===== config.mk =====
export PLATFORM = sky130hd
export DESIGN_NAME = trivium_stream_cipher_32bit_flat
export DESIGN_NICKNAME = d
export VERILOG_FILES = /design/src/trv_pkg.sv /design/src/trv_req_if.sv /design/src/trv_rsp_if.sv /design/src/trv_csr.sv /design/src/trv_core.sv /design/src/trv_out.sv /design/src/trivium_stream_cipher_32bit.sv /design/src/flat_wrapper.sv
export SDC_FILE = /design/constraint.sdc
export NUM_CORES = 1
export LEC_CHECK = 0
export BUFFER_PORTS_ARGS = -buffer_cell sky130_fd_sc_hd__buf_2
export CAP_MARGIN = 20
export CORE_ASPECT_RATIO = 0.8
export CORE_UTILIZATION = 30
export CTS_BUF_LIST = sky130_fd_sc_hd__clkbuf_2
export DETAILED_ROUTE_END_ITERATION = 16
export PLACE_DENSITY = 0.47
export SLEW_MARGIN = 5
export SYNTH_ARGS = -nofsm -noshare
export SYNTH_HDL_FRONTEND = slang
export SYNTH_HIERARCHICAL = 1
export SYNTH_SLANG_ARGS = --single-unit

===== constraint.sdc =====
create_clock -name clock -period 4.7 [get_ports clock]
set_input_delay 0.94 -clock clock [delete_from_list [all_inputs] [get_ports clock]]
set_output_delay 0.94 -clock clock [all_outputs]
set_load 0.01 [all_outputs]

===== src/trv_pkg.sv =====
`default_nettype none

package trv_pkg;

   localparam int DATA_W      = 32;
   localparam int COUNT_W     = 3;
   localparam int CSR_INDEX_W = 3;
   localparam int CSR_DATA_W  = 64;
   localparam int LEN_W       = 4;
   localparam int STATE_WORDS = 10;
   localparam int IMAGE_BYTES = 40;
   localparam int SECRET_BYTES = 10;
   localparam int IV_OFFSET   = 12;
   localparam int PAD_BYTE    = 37;
   localparam logic [7:0] PAD_VALUE = 8'h70;
   localparam logic [COUNT_W-1:0] FULL_COUNT = 3'd4;
   localparam logic [LEN_W-1:0] MAX_LEN = 4'd10;

   localparam logic OP_INIT  = 1'b0;
   localparam logic OP_CRYPT = 1'b1;

   localparam logic [CSR_INDEX_W-1:0] REG_KEY_LOW  = 3'd0;
   localparam logic [CSR_INDEX_W-1:0] REG_KEY_HIGH = 3'd1;
   localparam logic [CSR_INDEX_W-1:0] REG_IV_LOW   = 3'd2;
   localparam logic [CSR_INDEX_W-1:0] REG_IV_HIGH  = 3'd3;
   localparam logic [CSR_INDEX_W-1:0] REG_KEY_LEN  = 3'd4;
   localparam logic [CSR_INDEX_W-1:0] REG_IV_LEN   = 3'd5;

   typedef logic [STATE_WORDS-1:0][31:0] cipher_state_type;
   typedef logic [IMAGE_BYTES-1:0][7:0]  image_type;

   typedef struct packed {
      cipher_state_type state;
      logic [31:0]      z;
   } step_type;

   typedef struct packed {
      logic [DATA_W-1:0]  word;
      logic [COUNT_W-1:0] count;
   } result_type;

   // bits c-64 .. c-33 of a two-word window, upper word first
   function automatic logic [31:0] win64(input logic [63:0] pair, input int c);
      logic [63:0] shifted;
      shifted = pair >> (c - 64);
      return shifted[31:0];
   endfunction

   function automatic logic [31:0] win96(input logic [63:0] pair, input int c);
      logic [63:0] shifted;
      shifted = pair >> (c - 96);
      return shifted[31:0];
   endfunction

   // 32 rounds at once
   function automatic step_type word_step(input cipher_state_type w);
      logic [63:0] p1;
      logic [63:0] p4;
      logic [63:0] p7;
      logic [63:0] p8;
      logic [31:0] a;
      logic [31:0] b;
      logic [31:0] c;
      step_type    r;
      p1 = {w[2], w[1]};
      p4 = {w[5], w[4]};
      p7 = {w[8], w[7]};
      p8 = {w[9], w[8]};
      a = win64(p1, 66) ^ win64(p1, 93);
      b = win64(p4, 69) ^ win64(p4, 84);
      c = win64(p7, 66) ^ win96(p8, 111);
      r.z = a ^ b ^ c;
      a = a ^ (win64(p1, 91) & win64(p1, 92)) ^ win64(p4, 78);
      b = b ^ (win64(p4, 82) & win64(p4, 83)) ^ win64(p7, 87);
      c = c ^ (win96(p8, 109) & win96(p8, 110)) ^ win64(p1, 69);
      r.state = {w[8], w[7], w[6], b, w[4], w[3], a, w[1], w[0], c};
      return r;
   endfunction

   function automatic cipher_state_type load_image(
      input logic [8*SECRET_BYTES-1:0] key,
      input logic [8*SECRET_BYTES-1:0] iv,
      input logic [LEN_W-1:0]          key_len,
      input logic [LEN_W-1:0]          iv_len
   );
      image_type        img;
      logic [LEN_W-1:0] kl;
      logic [LEN_W-1:0] il;
      kl  = (key_len > MAX_LEN) ? MAX_LEN : key_len;
      il  = (iv_len > MAX_LEN) ? MAX_LEN : iv_len;
      img = '0;
      for (int i = 0; i < SECRET_BYTES; i++) begin
         if (i < int'(kl)) begin
            img[i] = key[8*i +: 8];
         end
         if (i < int'(il)) begin
            img[IV_OFFSET + i] = iv[8*i +: 8];
         end
      end
      img[PAD_BYTE] = PAD_VALUE;
      return cipher_state_type'(img);
   endfunction

endpackage

`default_nettype wire


===== src/trv_req_if.sv =====
`default_nettype none

interface trv_req_if;
   import trv_pkg::*;

   logic               valid;
   logic               ready;
   logic               opcode;
   logic [DATA_W-1:0]  data_word;
   logic [COUNT_W-1:0] byte_count;

   modport source (output valid, output opcode, output data_word, output byte_count,
                   input ready);
   modport sink   (input valid, input opcode, input data_word, input byte_count,
                   output ready);
endinterface

`default_nettype wire


===== src/trv_rsp_if.sv =====
`default_nettype none

interface trv_rsp_if;
   import trv_pkg::*;

   logic               valid;
   logic               ready;
   logic [DATA_W-1:0]  result_word;
   logic [COUNT_W-1:0] result_count;

   modport source (output valid, output result_word, output result_count, input ready);
   modport sink   (input valid, input result_word, input result_count, output ready);
endinterface

`default_nettype wire


===== src/trv_csr.sv =====
`default_nettype none

module trv_csr (
   input  wire logic                             clock,
   input  wire logic                             reset,
   input  wire logic                             csr_write_en,
   input  wire logic [trv_pkg::CSR_INDEX_W-1:0]  csr_index,
   input  wire logic [trv_pkg::CSR_DATA_W-1:0]   csr_write_data,
   output trv_pkg::cipher_state_type             load_state
);
   import trv_pkg::*;

   logic [63:0]      key_low_ff;
   logic [15:0]      key_high_ff;
   logic [63:0]      iv_low_ff;
   logic [15:0]      iv_high_ff;
   logic [LEN_W-1:0] key_len_ff;
   logic [LEN_W-1:0] iv_len_ff;

   always_ff @(posedge clock) begin
      if (reset) begin
         key_low_ff  <= '0;
         key_high_ff <= '0;
         iv_low_ff   <= '0;
         iv_high_ff  <= '0;
         key_len_ff  <= MAX_LEN;
         iv_len_ff   <= MAX_LEN;
      end else if (csr_write_en) begin
         case (csr_index)
            REG_KEY_LOW:  key_low_ff  <= csr_write_data;
            REG_KEY_HIGH: key_high_ff <= csr_write_data[15:0];
            REG_IV_LOW:   iv_low_ff   <= csr_write_data;
            REG_IV_HIGH:  iv_high_ff  <= csr_write_data[15:0];
            REG_KEY_LEN:  key_len_ff  <= csr_write_data[LEN_W-1:0];
            REG_IV_LEN:   iv_len_ff   <= csr_write_data[LEN_W-1:0];
            default: ;
         endcase
      end
   end

   assign load_state = load_image({key_high_ff, key_low_ff}, {iv_high_ff, iv_low_ff},
                                  key_len_ff, iv_len_ff);

endmodule

`default_nettype wire


===== src/trv_core.sv =====
`default_nettype none

module trv_core #(
   parameter int INIT_WORD_STEPS = 36
) (
   input  wire logic                  clock,
   input  wire logic                  reset,
   trv_req_if.sink                    req_bus,
   input  wire trv_pkg::cipher_state_type load_state,
   input  wire logic                  out_free,
   output logic                       res_valid,
   output trv_pkg::result_type        res
);
   import trv_pkg::*;

   localparam int CNT_W = $clog2(INIT_WORD_STEPS + 1);

   logic               stage_valid_ff;
   logic               stage_valid_in;
   logic               stage_opcode_ff;
   logic [DATA_W-1:0]  stage_data_ff;
   logic [COUNT_W-1:0] stage_count_ff;
   cipher_state_type   state_ff;
   cipher_state_type   state_in;
   logic [CNT_W-1:0]   init_left_ff;
   logic [CNT_W-1:0]   init_left_in;

   step_type           step;
   logic               is_crypt;
   logic               produces;
   logic               fire;
   logic               req_take;
   logic [COUNT_W-1:0] eff_count;
   logic [DATA_W-1:0]  mask;

   assign step     = word_step(state_ff);
   assign is_crypt = (stage_opcode_ff == OP_CRYPT);
   assign produces = stage_valid_ff && is_crypt && (stage_count_ff != '0);
   assign fire     = stage_valid_ff && (init_left_ff == '0) && (!produces || out_free);
   assign req_bus.ready = !stage_valid_ff || fire;
   assign req_take = req_bus.valid && req_bus.ready;

   always_comb begin
      eff_count = (stage_count_ff inside {[3'd5:3'd7]}) ? FULL_COUNT : stage_count_ff;
      case (eff_count)
         3'd1:    mask = 32'h0000_00FF;
         3'd2:    mask = 32'h0000_FFFF;
         3'd3:    mask = 32'h00FF_FFFF;
         default: mask = 32'hFFFF_FFFF;
      endcase
   end

   assign res_valid = fire && produces;
   assign res.word  = (stage_data_ff ^ step.z) & mask;
   assign res.count = eff_count;

   always_comb begin
      stage_valid_in = req_take ? 1'b1 : (fire ? 1'b0 : stage_valid_ff);
      state_in       = state_ff;
      init_left_in   = init_left_ff;
      if (init_left_ff != '0) begin
         state_in     = step.state;
         init_left_in = init_left_ff - 1'b1;
      end else if (fire && !is_crypt) begin
         state_in     = load_state;
         init_left_in = CNT_W'(INIT_WORD_STEPS);
      end else if (fire && produces) begin
         state_in = step.state;
      end
   end

   always_ff @(posedge clock) begin
      if (reset) begin
         stage_valid_ff <= 1'b0;
         state_ff       <= '0;
         init_left_ff   <= '0;
      end else begin
         stage_valid_ff <= stage_valid_in;
         state_ff       <= state_in;
         init_left_ff   <= init_left_in;
      end
   end

   always_ff @(posedge clock) begin
      if (req_take) begin
         stage_opcode_ff <= req_bus.opcode;
         stage_data_ff   <= req_bus.data_word;
         stage_count_ff  <= req_bus.byte_count;
      end
   end

   a_no_result_during_init: assert property (@(posedge clock) disable iff (reset)
      (init_left_ff != '0) |-> !res_valid)
      else $error("result issued while init steps pending");

   a_init_load_count: assert property (@(posedge clock) disable iff (reset)
      (fire && !is_crypt) |=> (init_left_ff == CNT_W'(INIT_WORD_STEPS)))
      else $error("init transaction did not arm step counter");

   a_init_countdown: assert property (@(posedge clock) disable iff (reset)
      (init_left_ff != '0) |=> (init_left_ff == $past(init_left_ff) - 1'b1))
      else $error("init step counter did not count down");

   a_stall_during_init: assert property (@(posedge clock) disable iff (reset)
      (init_left_ff != '0 && stage_valid_ff) |-> !req_bus.ready)
      else $error("input taken while held transaction waits on init");

endmodule

`default_nettype wire


===== src/trv_out.sv =====
`default_nettype none

module trv_out (
   input  wire logic                clock,
   input  wire logic                reset,
   input  wire logic                res_valid,
   input  wire trv_pkg::result_type res,
   output logic                     out_free,
   trv_rsp_if.source                rsp_bus
);
   import trv_pkg::*;

   logic       rsp_valid_ff;
   logic       rsp_valid_in;
   result_type rsp_data_ff;

   assign out_free     = !rsp_valid_ff || rsp_bus.ready;
   assign rsp_valid_in = res_valid || (rsp_valid_ff && !rsp_bus.ready);

   always_ff @(posedge clock) begin
      if (reset) begin
         rsp_valid_ff <= 1'b0;
      end else begin
         rsp_valid_ff <= rsp_valid_in;
      end
   end

   always_ff @(posedge clock) begin
      if (res_valid) begin
         rsp_data_ff <= res;
      end
   end

   assign rsp_bus.valid        = rsp_valid_ff;
   assign rsp_bus.result_word  = rsp_data_ff.word;
   assign rsp_bus.result_count = rsp_data_ff.count;

endmodule

`default_nettype wire


===== src/trivium_stream_cipher_32bit.sv =====
// Trivium stream cipher, 32 keystream bits per cycle while crypts are not stalled.
// req_bus: valid/ready transactions with opcode, data_word, byte_count.
//   opcode 0 loads key and IV from the csr registers and runs the init
//   sequence; it returns nothing. opcode 1 encrypts/decrypts up to four
//   bytes (byte 0 in bits 7:0) and returns one rsp_bus transaction with
//   result_word and result_count; byte_count 0 returns nothing.
// csr_*: write-only registers, index 0 key_low, 1 key_high, 2 iv_low,
//   3 iv_high, 4 key_len, 5 iv_len. Write only while idle.
// A crypt result passes from the input register through the result register.
// Throughput: one crypt transaction per cycle when no init runs and rsp_bus
//   takes results, set by the single word-step unit on the state register.
// Init: after the load the state register makes INIT_WORD_STEPS word steps
//   (36 by default), one per cycle; the transaction behind it waits in the
//   input register, so req_bus.ready drops for that span.
// Reset clears the state to zero and the registers to their defaults; a
//   crypt before any init runs on the all-zero state.
// Receiver stall: the result register holds; one more transaction sits in the
//   input register and then req_bus.ready goes low until rsp_bus drains.
`default_nettype none

module trivium_stream_cipher_32bit #(
   parameter int INIT_WORD_STEPS = 36
) (
   input  wire logic                             clock,
   input  wire logic                             reset,
   trv_req_if.sink                               req_bus,
   trv_rsp_if.source                             rsp_bus,
   input  wire logic                             csr_write_en,
   input  wire logic [trv_pkg::CSR_INDEX_W-1:0]  csr_index,
   input  wire logic [trv_pkg::CSR_DATA_W-1:0]   csr_write_data
);
   import trv_pkg::*;

   cipher_state_type load_state;
   logic             out_free;
   logic             res_valid;
   result_type       res;

   trv_csr u_csr (
      .clock          (clock),
      .reset          (reset),
      .csr_write_en   (csr_write_en),
      .csr_index      (csr_index),
      .csr_write_data (csr_write_data),
      .load_state     (load_state)
   );

   trv_core #(
      .INIT_WORD_STEPS (INIT_WORD_STEPS)
   ) u_core (
      .clock      (clock),
      .reset      (reset),
      .req_bus    (req_bus),
      .load_state (load_state),
      .out_free   (out_free),
      .res_valid  (res_valid),
      .res        (res)
   );

   trv_out u_out (
      .clock     (clock),
      .reset     (reset),
      .res_valid (res_valid),
      .res       (res),
      .out_free  (out_free),
      .rsp_bus   (rsp_bus)
   );

endmodule

`default_nettype wire

===== src/flat_wrapper.sv =====
// flat-port wrapper written by rule: the top's interface ports become plain ports
module trivium_stream_cipher_32bit_flat import trv_pkg::*;
#(
   parameter int INIT_WORD_STEPS = 36
)
  (clock, reset, csr_write_en, csr_index, csr_write_data, req_bus_valid, req_bus_opcode, req_bus_data_word, req_bus_byte_count, req_bus_ready, rsp_bus_valid, rsp_bus_result_word, rsp_bus_result_count, rsp_bus_ready);
  trv_req_if req_bus_i ();
  trv_rsp_if rsp_bus_i ();
  input  wire logic clock;
  input  wire logic reset;
  input  wire logic csr_write_en;
  input  wire logic [trv_pkg::CSR_INDEX_W-1:0] csr_index;
  input  wire logic [trv_pkg::CSR_DATA_W-1:0] csr_write_data;
  input wire logic [$bits(req_bus_i.valid)-1:0] req_bus_valid;
  input wire logic [$bits(req_bus_i.opcode)-1:0] req_bus_opcode;
  input wire logic [$bits(req_bus_i.data_word)-1:0] req_bus_data_word;
  input wire logic [$bits(req_bus_i.byte_count)-1:0] req_bus_byte_count;
  output wire logic [$bits(req_bus_i.ready)-1:0] req_bus_ready;
  output wire logic [$bits(rsp_bus_i.valid)-1:0] rsp_bus_valid;
  output wire logic [$bits(rsp_bus_i.result_word)-1:0] rsp_bus_result_word;
  output wire logic [$bits(rsp_bus_i.result_count)-1:0] rsp_bus_result_count;
  input wire logic [$bits(rsp_bus_i.ready)-1:0] rsp_bus_ready;
  assign req_bus_i.valid = req_bus_valid;
  assign req_bus_i.opcode = req_bus_opcode;
  assign req_bus_i.data_word = req_bus_data_word;
  assign req_bus_i.byte_count = req_bus_byte_count;
  assign req_bus_ready = req_bus_i.ready;
  assign rsp_bus_valid = rsp_bus_i.valid;
  assign rsp_bus_result_word = rsp_bus_i.result_word;
  assign rsp_bus_result_count = rsp_bus_i.result_count;
  assign rsp_bus_i.ready = rsp_bus_ready;
  trivium_stream_cipher_32bit #(.INIT_WORD_STEPS(INIT_WORD_STEPS)) u_core (.clock(clock), .reset(reset), .req_bus(req_bus_i), .rsp_bus(rsp_bus_i), .csr_write_en(csr_write_en), .csr_index(csr_index), .csr_write_data(csr_write_data));
endmodule

==> reports/metrics.cfg, run 1 <==
[power]
leakagePower_nw=12.76
irDropWorstVdd_uv=889.7
p_int_mw=10.77
power_frac_seq_pct=38.2
p_switching_mw=8.568
combPwrFrac_pct=43.5
p_per_area_nw_per_um2=611.1
swShare_pct=44.31
clockPowerShare_pct=18.3

[critical_path]
cp_top_family=simple AND/OR/NAND/NOR gates
rrSetupSlack_ns=1.76
start_kind=register
cpMaxStageDelayCell=nor3_1
path_buf_inv=1
cp_slowest_stage_delay_ns=0.54
critPathArrivalTime_ns=3.02
path_cells=nor3_1, nand2_1, o21ai_0, buf_2
crit_fanout=6
crit_required_ns=3.76
worstSetupEndpointType=output pin
crit_type=register to output pin

[flow_run]
max_cap_violations=0

[layout]
mostFrequentLayoutCells=484 x nand2_1, 464 x dfxtp_1, 338 x xnor2_1, 232 x nor2_1, 230 x nand2b_1
drive_gt1_share_pct=12.53
design_area_sq_um=31640
final_nets=3419
layout_commonest_cell=nand2_1
area_growth_syn_to_layout_pct=12.97
nFillCells=9608

[global_routing]
grt_max_degree=219
grt_pass1_vias=21500
track_usage_pct=20.15
grt_pass1_wl_um=140400
antenna_found_initial=2
gr-total-overflow=0

[clock_network]
htreeDepth=4
path_clk_slew_ns=0.10
cts-root-buf=clkbuf_2
clockBufferDepth=3
clk_latency_ns=1.42
cts_buffers=152
cts_tree=yes
clkSinkCount=535

[drt]
first_pass_iters=5
via_count=21750
post_drt_wl_per_cell_um=20.54
drc_errors=0
detail_route.wirelength_um=95100
viasPerCell=4.698
ant_nets=0
first_iter_violations=1566

[timing]
period_minus_slack_ns=3.965
finalSetupViolations=0
rsz0062_at_grt=no
finalCritPeriodShare_pct=84.35
worst_pin_slew_ns=1.079
fin_skew_ns=0.1096
finalMaxSlewViolations=0
fin_setup_tns_ns=0
clock.fmax_ghz=0.2522
slew_headroom_pct=28.07
hold_viol=0

[floorplanning]
ios=145
start_util_pct=30.51
die_h_um=275.3
die_w_um=343.6
rows=99
die_area_sq_um=94590
fp.coreArea_sq_um=91790

[yosys]
ys_warn_count=6
synth_cells=3112
syn_area_per_cell_sq_um=8.999
syn_area_sq_um=28010

[min_path]
min_path_type=primary input to register

[placed_design]
placed_cell_area_sq_um=29150
io_buffers=144
place_congestion=0.8558
dpl.hpwl_um=66030

[run_status]
outcome=finished, final reports clean

[final cells by class]
class	instances	area (sq um)	area share [%]
Sequential cell	535	11420	36.10
Timing Repair Buffer	287	2160	6.826
Inverter	6	22.52	0.07118
Tap cell	1212	1516	4.793
Clock inverter	31	216.5	0.6841
Multi-Input combinational cell	2327	15170	47.94
Clock buffer	223	1116	3.528
Antenna cell	8	20.02	0.06327
[path summary, 6_finish.rpt]
path | start | to | cells after the start
worst max-delay path | u_core/u_core/init_left_ff[2] | req_bus_ready | 4
worst min-delay path | req_bus_data_word[31] | u_core/u_core/stage_data_ff[31] | 2
worst max register to register | u_core/u_core/init_left_ff[1] | u_core/u_core/state_ff[300] | 7
worst min register to register | u_core/u_core/state_ff[198] | u_core/u_core/state_ff[230] | 2
[repair_timing]
action,in CTS,in global routing
resized for setup,0,0
hold endpoints to repair,223,0
hold buffers,113,0
buffers inserted,0,0
setup endpoints to repair,0,0
[power by group through the flow]
stage,combinational (mW),clock [mW],sequential [mW]
6_report,8.41,3.55,7.38
5_1_grt,9.18,3.98,7.45
4_1_cts,8.53,3.71,7.32
3_5_place_dp,8.42,0,7.43
3_3_place_gp,8.39,0,7.43
2_1_floorplan,6.37,0,6.54
[per-layer routing]
metal | wire length (um) | up-vias | GRT usage [%]
met2 | 43240 | 512 | 32.13
met4 | 2136 | 0 | 6.959
met3 | 5025 | 137 | 3.719
li1 | - | 10730 | -
met1 | 44700 | 10370 | 27.22
met5 | 0 | - | 0
[stage by stage]
step	setup WS, ns	instances	hold slack (ns)	util [%]	total power, mW
2_1_floorplan	0.6658	3238	0.4441	-	12.90
3_3_place_gp	1.360	4253	0.4559	31.76	15.83
3_5_place_dp	1.345	4253	0.4583	31.76	15.85
4_1_cts	0.5586	4620	0.02225	34.44	19.56
5_1_grt	0.3865	4629	0.01992	34.47	20.62
6_report	0.7354	4629	0.2358	34.47	19.34
[state kept, by name, indices dropped and copies added, names as in the netlist, 4 cells and up]
name and count:
u_core/u_csr/key_high_ff 16, u_core/u_core/state_ff 288, u_core/u_csr/key_len_ff 4, u_core/u_csr/iv_high_ff 16, u_core/u_csr/iv_len_ff 4, u_core/u_out/rsp_bus.result_word 32
u_core/u_core/stage_data_ff 32, u_core/u_core/init_left_ff 6, u_core/u_csr/key_low_ff 64, u_core/u_csr/iv_low_ff 64
(Power assumes the default switching activity.)
==> inputs of run 2 (changes only) <==
Settings changed: PLACE_DENSITY 0.47 to 0.48.
Clock period 4.7 ns to 3.2 ns, I/O delays scaled along.
==> run 2 against run 1 <==
Critical endpoint unchanged. Combinational power rose by 53%. Clock power rose by 57%. Non-clock buffer count rose by 124. Clock skew rose by 0.019 ns. Critical path type unchanged. Wire length rose by 1.7%. Worst hold slack got worse by 0.083 ns. Critical path depth rose by 2.
==> reports/metrics.cfg, run 2 (synthesized netlist as in run 1, its figures left out) <==
[run_status]
outcome=finished, final reports clean

[clock_network]
clkSinkCount=535
path_clk_slew_ns=0.11
cts_buffers=151
htreeDepth=4
cts_tree=yes
clk_latency_ns=1.43
cts-root-buf=clkbuf_2
clockBufferDepth=3

[layout]
top_regs=u_core/u_core/state_ff: 288 flops, u_core/u_csr/iv_low_ff: 64 flops, u_core/u_csr/key_low_ff: 64 flops
drive_gt1_share_pct=13.30
area_growth_syn_to_layout_pct=18.09
final_core_util_pct=36.03
top_register=u_core/u_core/state_ff
final_nets=3542
design_area_sq_um=33070
largest_reg_flops=288
multi_input_area_sq_um=15170
layout_commonest_cell=nand2_1
mostFrequentLayoutCells=483 x nand2_1, 462 x dfxtp_1, 338 x xnor2_1, 231 x nor2_1, 230 x nand2b_1
regArea_sq_um=11420
nFillCells=9531

[drt]
ant_nets=0
drc_errors=0
detail_route.wirelength_um=96680
first_iter_violations=1608
via_count=22390
viasPerCell=4.709
first_pass_iters=5
post_drt_wl_per_cell_um=20.33

[timing]
worst_pin_slew_ns=1.031
slew_headroom_pct=31.03
finalCritPeriodShare_pct=99.54
finalMaxSlewViolations=0
period_minus_slack_ns=3.185
clock.fmax_ghz=0.3139
rsz0062_at_grt=yes
hold_viol=0
hold-worst-slack_ns=0.1531
fin_skew_ns=0.1281
finalSetupViolations=0

[floorplanning]
fp.coreArea_sq_um=91790
ios=145
die_w_um=343.6
die_area_sq_um=94590
rows=99
die_h_um=275.3
start_util_pct=30.51

[critical_path]
crit_required_ns=2.56
start_kind=register
crit_fanout=4
crit_type=register to output pin
worstSetupEndpointType=output pin
critPathArrivalTime_ns=2.55

[min_path]
min_path_type=primary input to register

[flow_run]
max_cap_violations=0

[global_routing]
grt_max_degree=100
antenna_found_initial=3
grt_pass1_wl_um=141600
track_usage_pct=20.36
grt_pass1_vias=21510
gr-total-overflow=0

[power]
total_power_mw=29.21
p_per_area_nw_per_um2=883.4
irDropWorstVdd_uv=643.8
leakagePower_nw=13.43

[placed_design]
dpl.hpwl_um=67530
io_buffers=144
place_congestion=0.8702
placed_cell_area_sq_um=29570

run 2: cell count changes in the layout (fill, tap and decap cells not counted), sizes merged:
cell and delta:
clkinv +6, diode +2, dlygate4sd3 +83, bufinv +4, inv -3, clkinvlp +1, buf +41, clkbuf -8
run 2: critical path, stage by stage, from the launching register on:
cell and delay, ns:
dfxtp_2 0.35, inv_1 0.11, ha_4 0.15, nor2b_4 0.14, nand2_2 0.08, o21ai_2 0.17, buf_2 0.16
run 2: where the power goes:
part / total [mW] / internal [mW] / switching (mW)
Sequential: 10.8 / 8.52 / 2.24
Combinational: 12.9 / 5.58 / 7.31
Clock: 5.57 / 2.36 / 3.20
Total: 29.2 / 16.5 / 12.8
run 2: worst paths after layout:
kind                                   start                     endpoint  slack [ns]  cells past startpoint
min reg2reg      u_core/u_core/state_ff[197]  u_core/u_core/state_ff[229]        0.37                      2
max            u_core/u_core/init_left_ff[1]                req_bus_ready        0.01                      6
min                       csr_write_data[41]  u_core/u_csr/key_low_ff[41]        0.15                      4
max reg2reg  u_core/u_core/stage_count_ff[2]  u_core/u_core/state_ff[199]        0.55                      6
run 2: cell type report:
cell class / count / share of cell area (%)
Timing Repair Buffer: 411 / 10.51
Sequential cell: 535 / 34.54
Multi-Input combinational cell: 2327 / 45.88
Antenna cell: 10 / 0.07567
Clock buffer: 215 / 3.254
Inverter: 6 / 0.06810
Tap cell: 1212 / 4.585
Clock inverter: 39 / 1.082
run 2: per-layer routing:
layer / track usage, % / part of all wire [%] / wire, um / vias to the layer above
met4: 6.339 / 2.0 / 1971 / 0
li1: - / - / - / 10970
met1: 27.70 / 47 / 45020 / 10670
met5: 0 / 0 / 0 / -
met3: 3.912 / 6.0 / 5813 / 128
met2: 32.41 / 45 / 43870 / 615
run 2: metrics by stage:
stage | instances | setup TNS (ns) | setup WS [ns]
after floorplan | 3238 | 0 | 0.4699
after global placement | 4288 | 0 | 0.6472
after detailed placement | 4288 | 0 | 0.6420
after CTS | 4744 | -0.1173 | -0.1173
after global routing | 4750 | -0.1569 | -0.1569
final | 4755 | 0 | 0.01465
run 2: what timing repair did:
| item | 4_1_cts | 5_1_grt |
|---|---|---|
| endpoints found under the setup margin | 1 | 1 |
| buffers inserted | 6 | 1 |
| hold endpoints to repair | 526 | 0 |
| hold buffers | 196 | 0 |
| pin swaps | 3 | 2 |
| gates resized for setup | 8 | 3 |
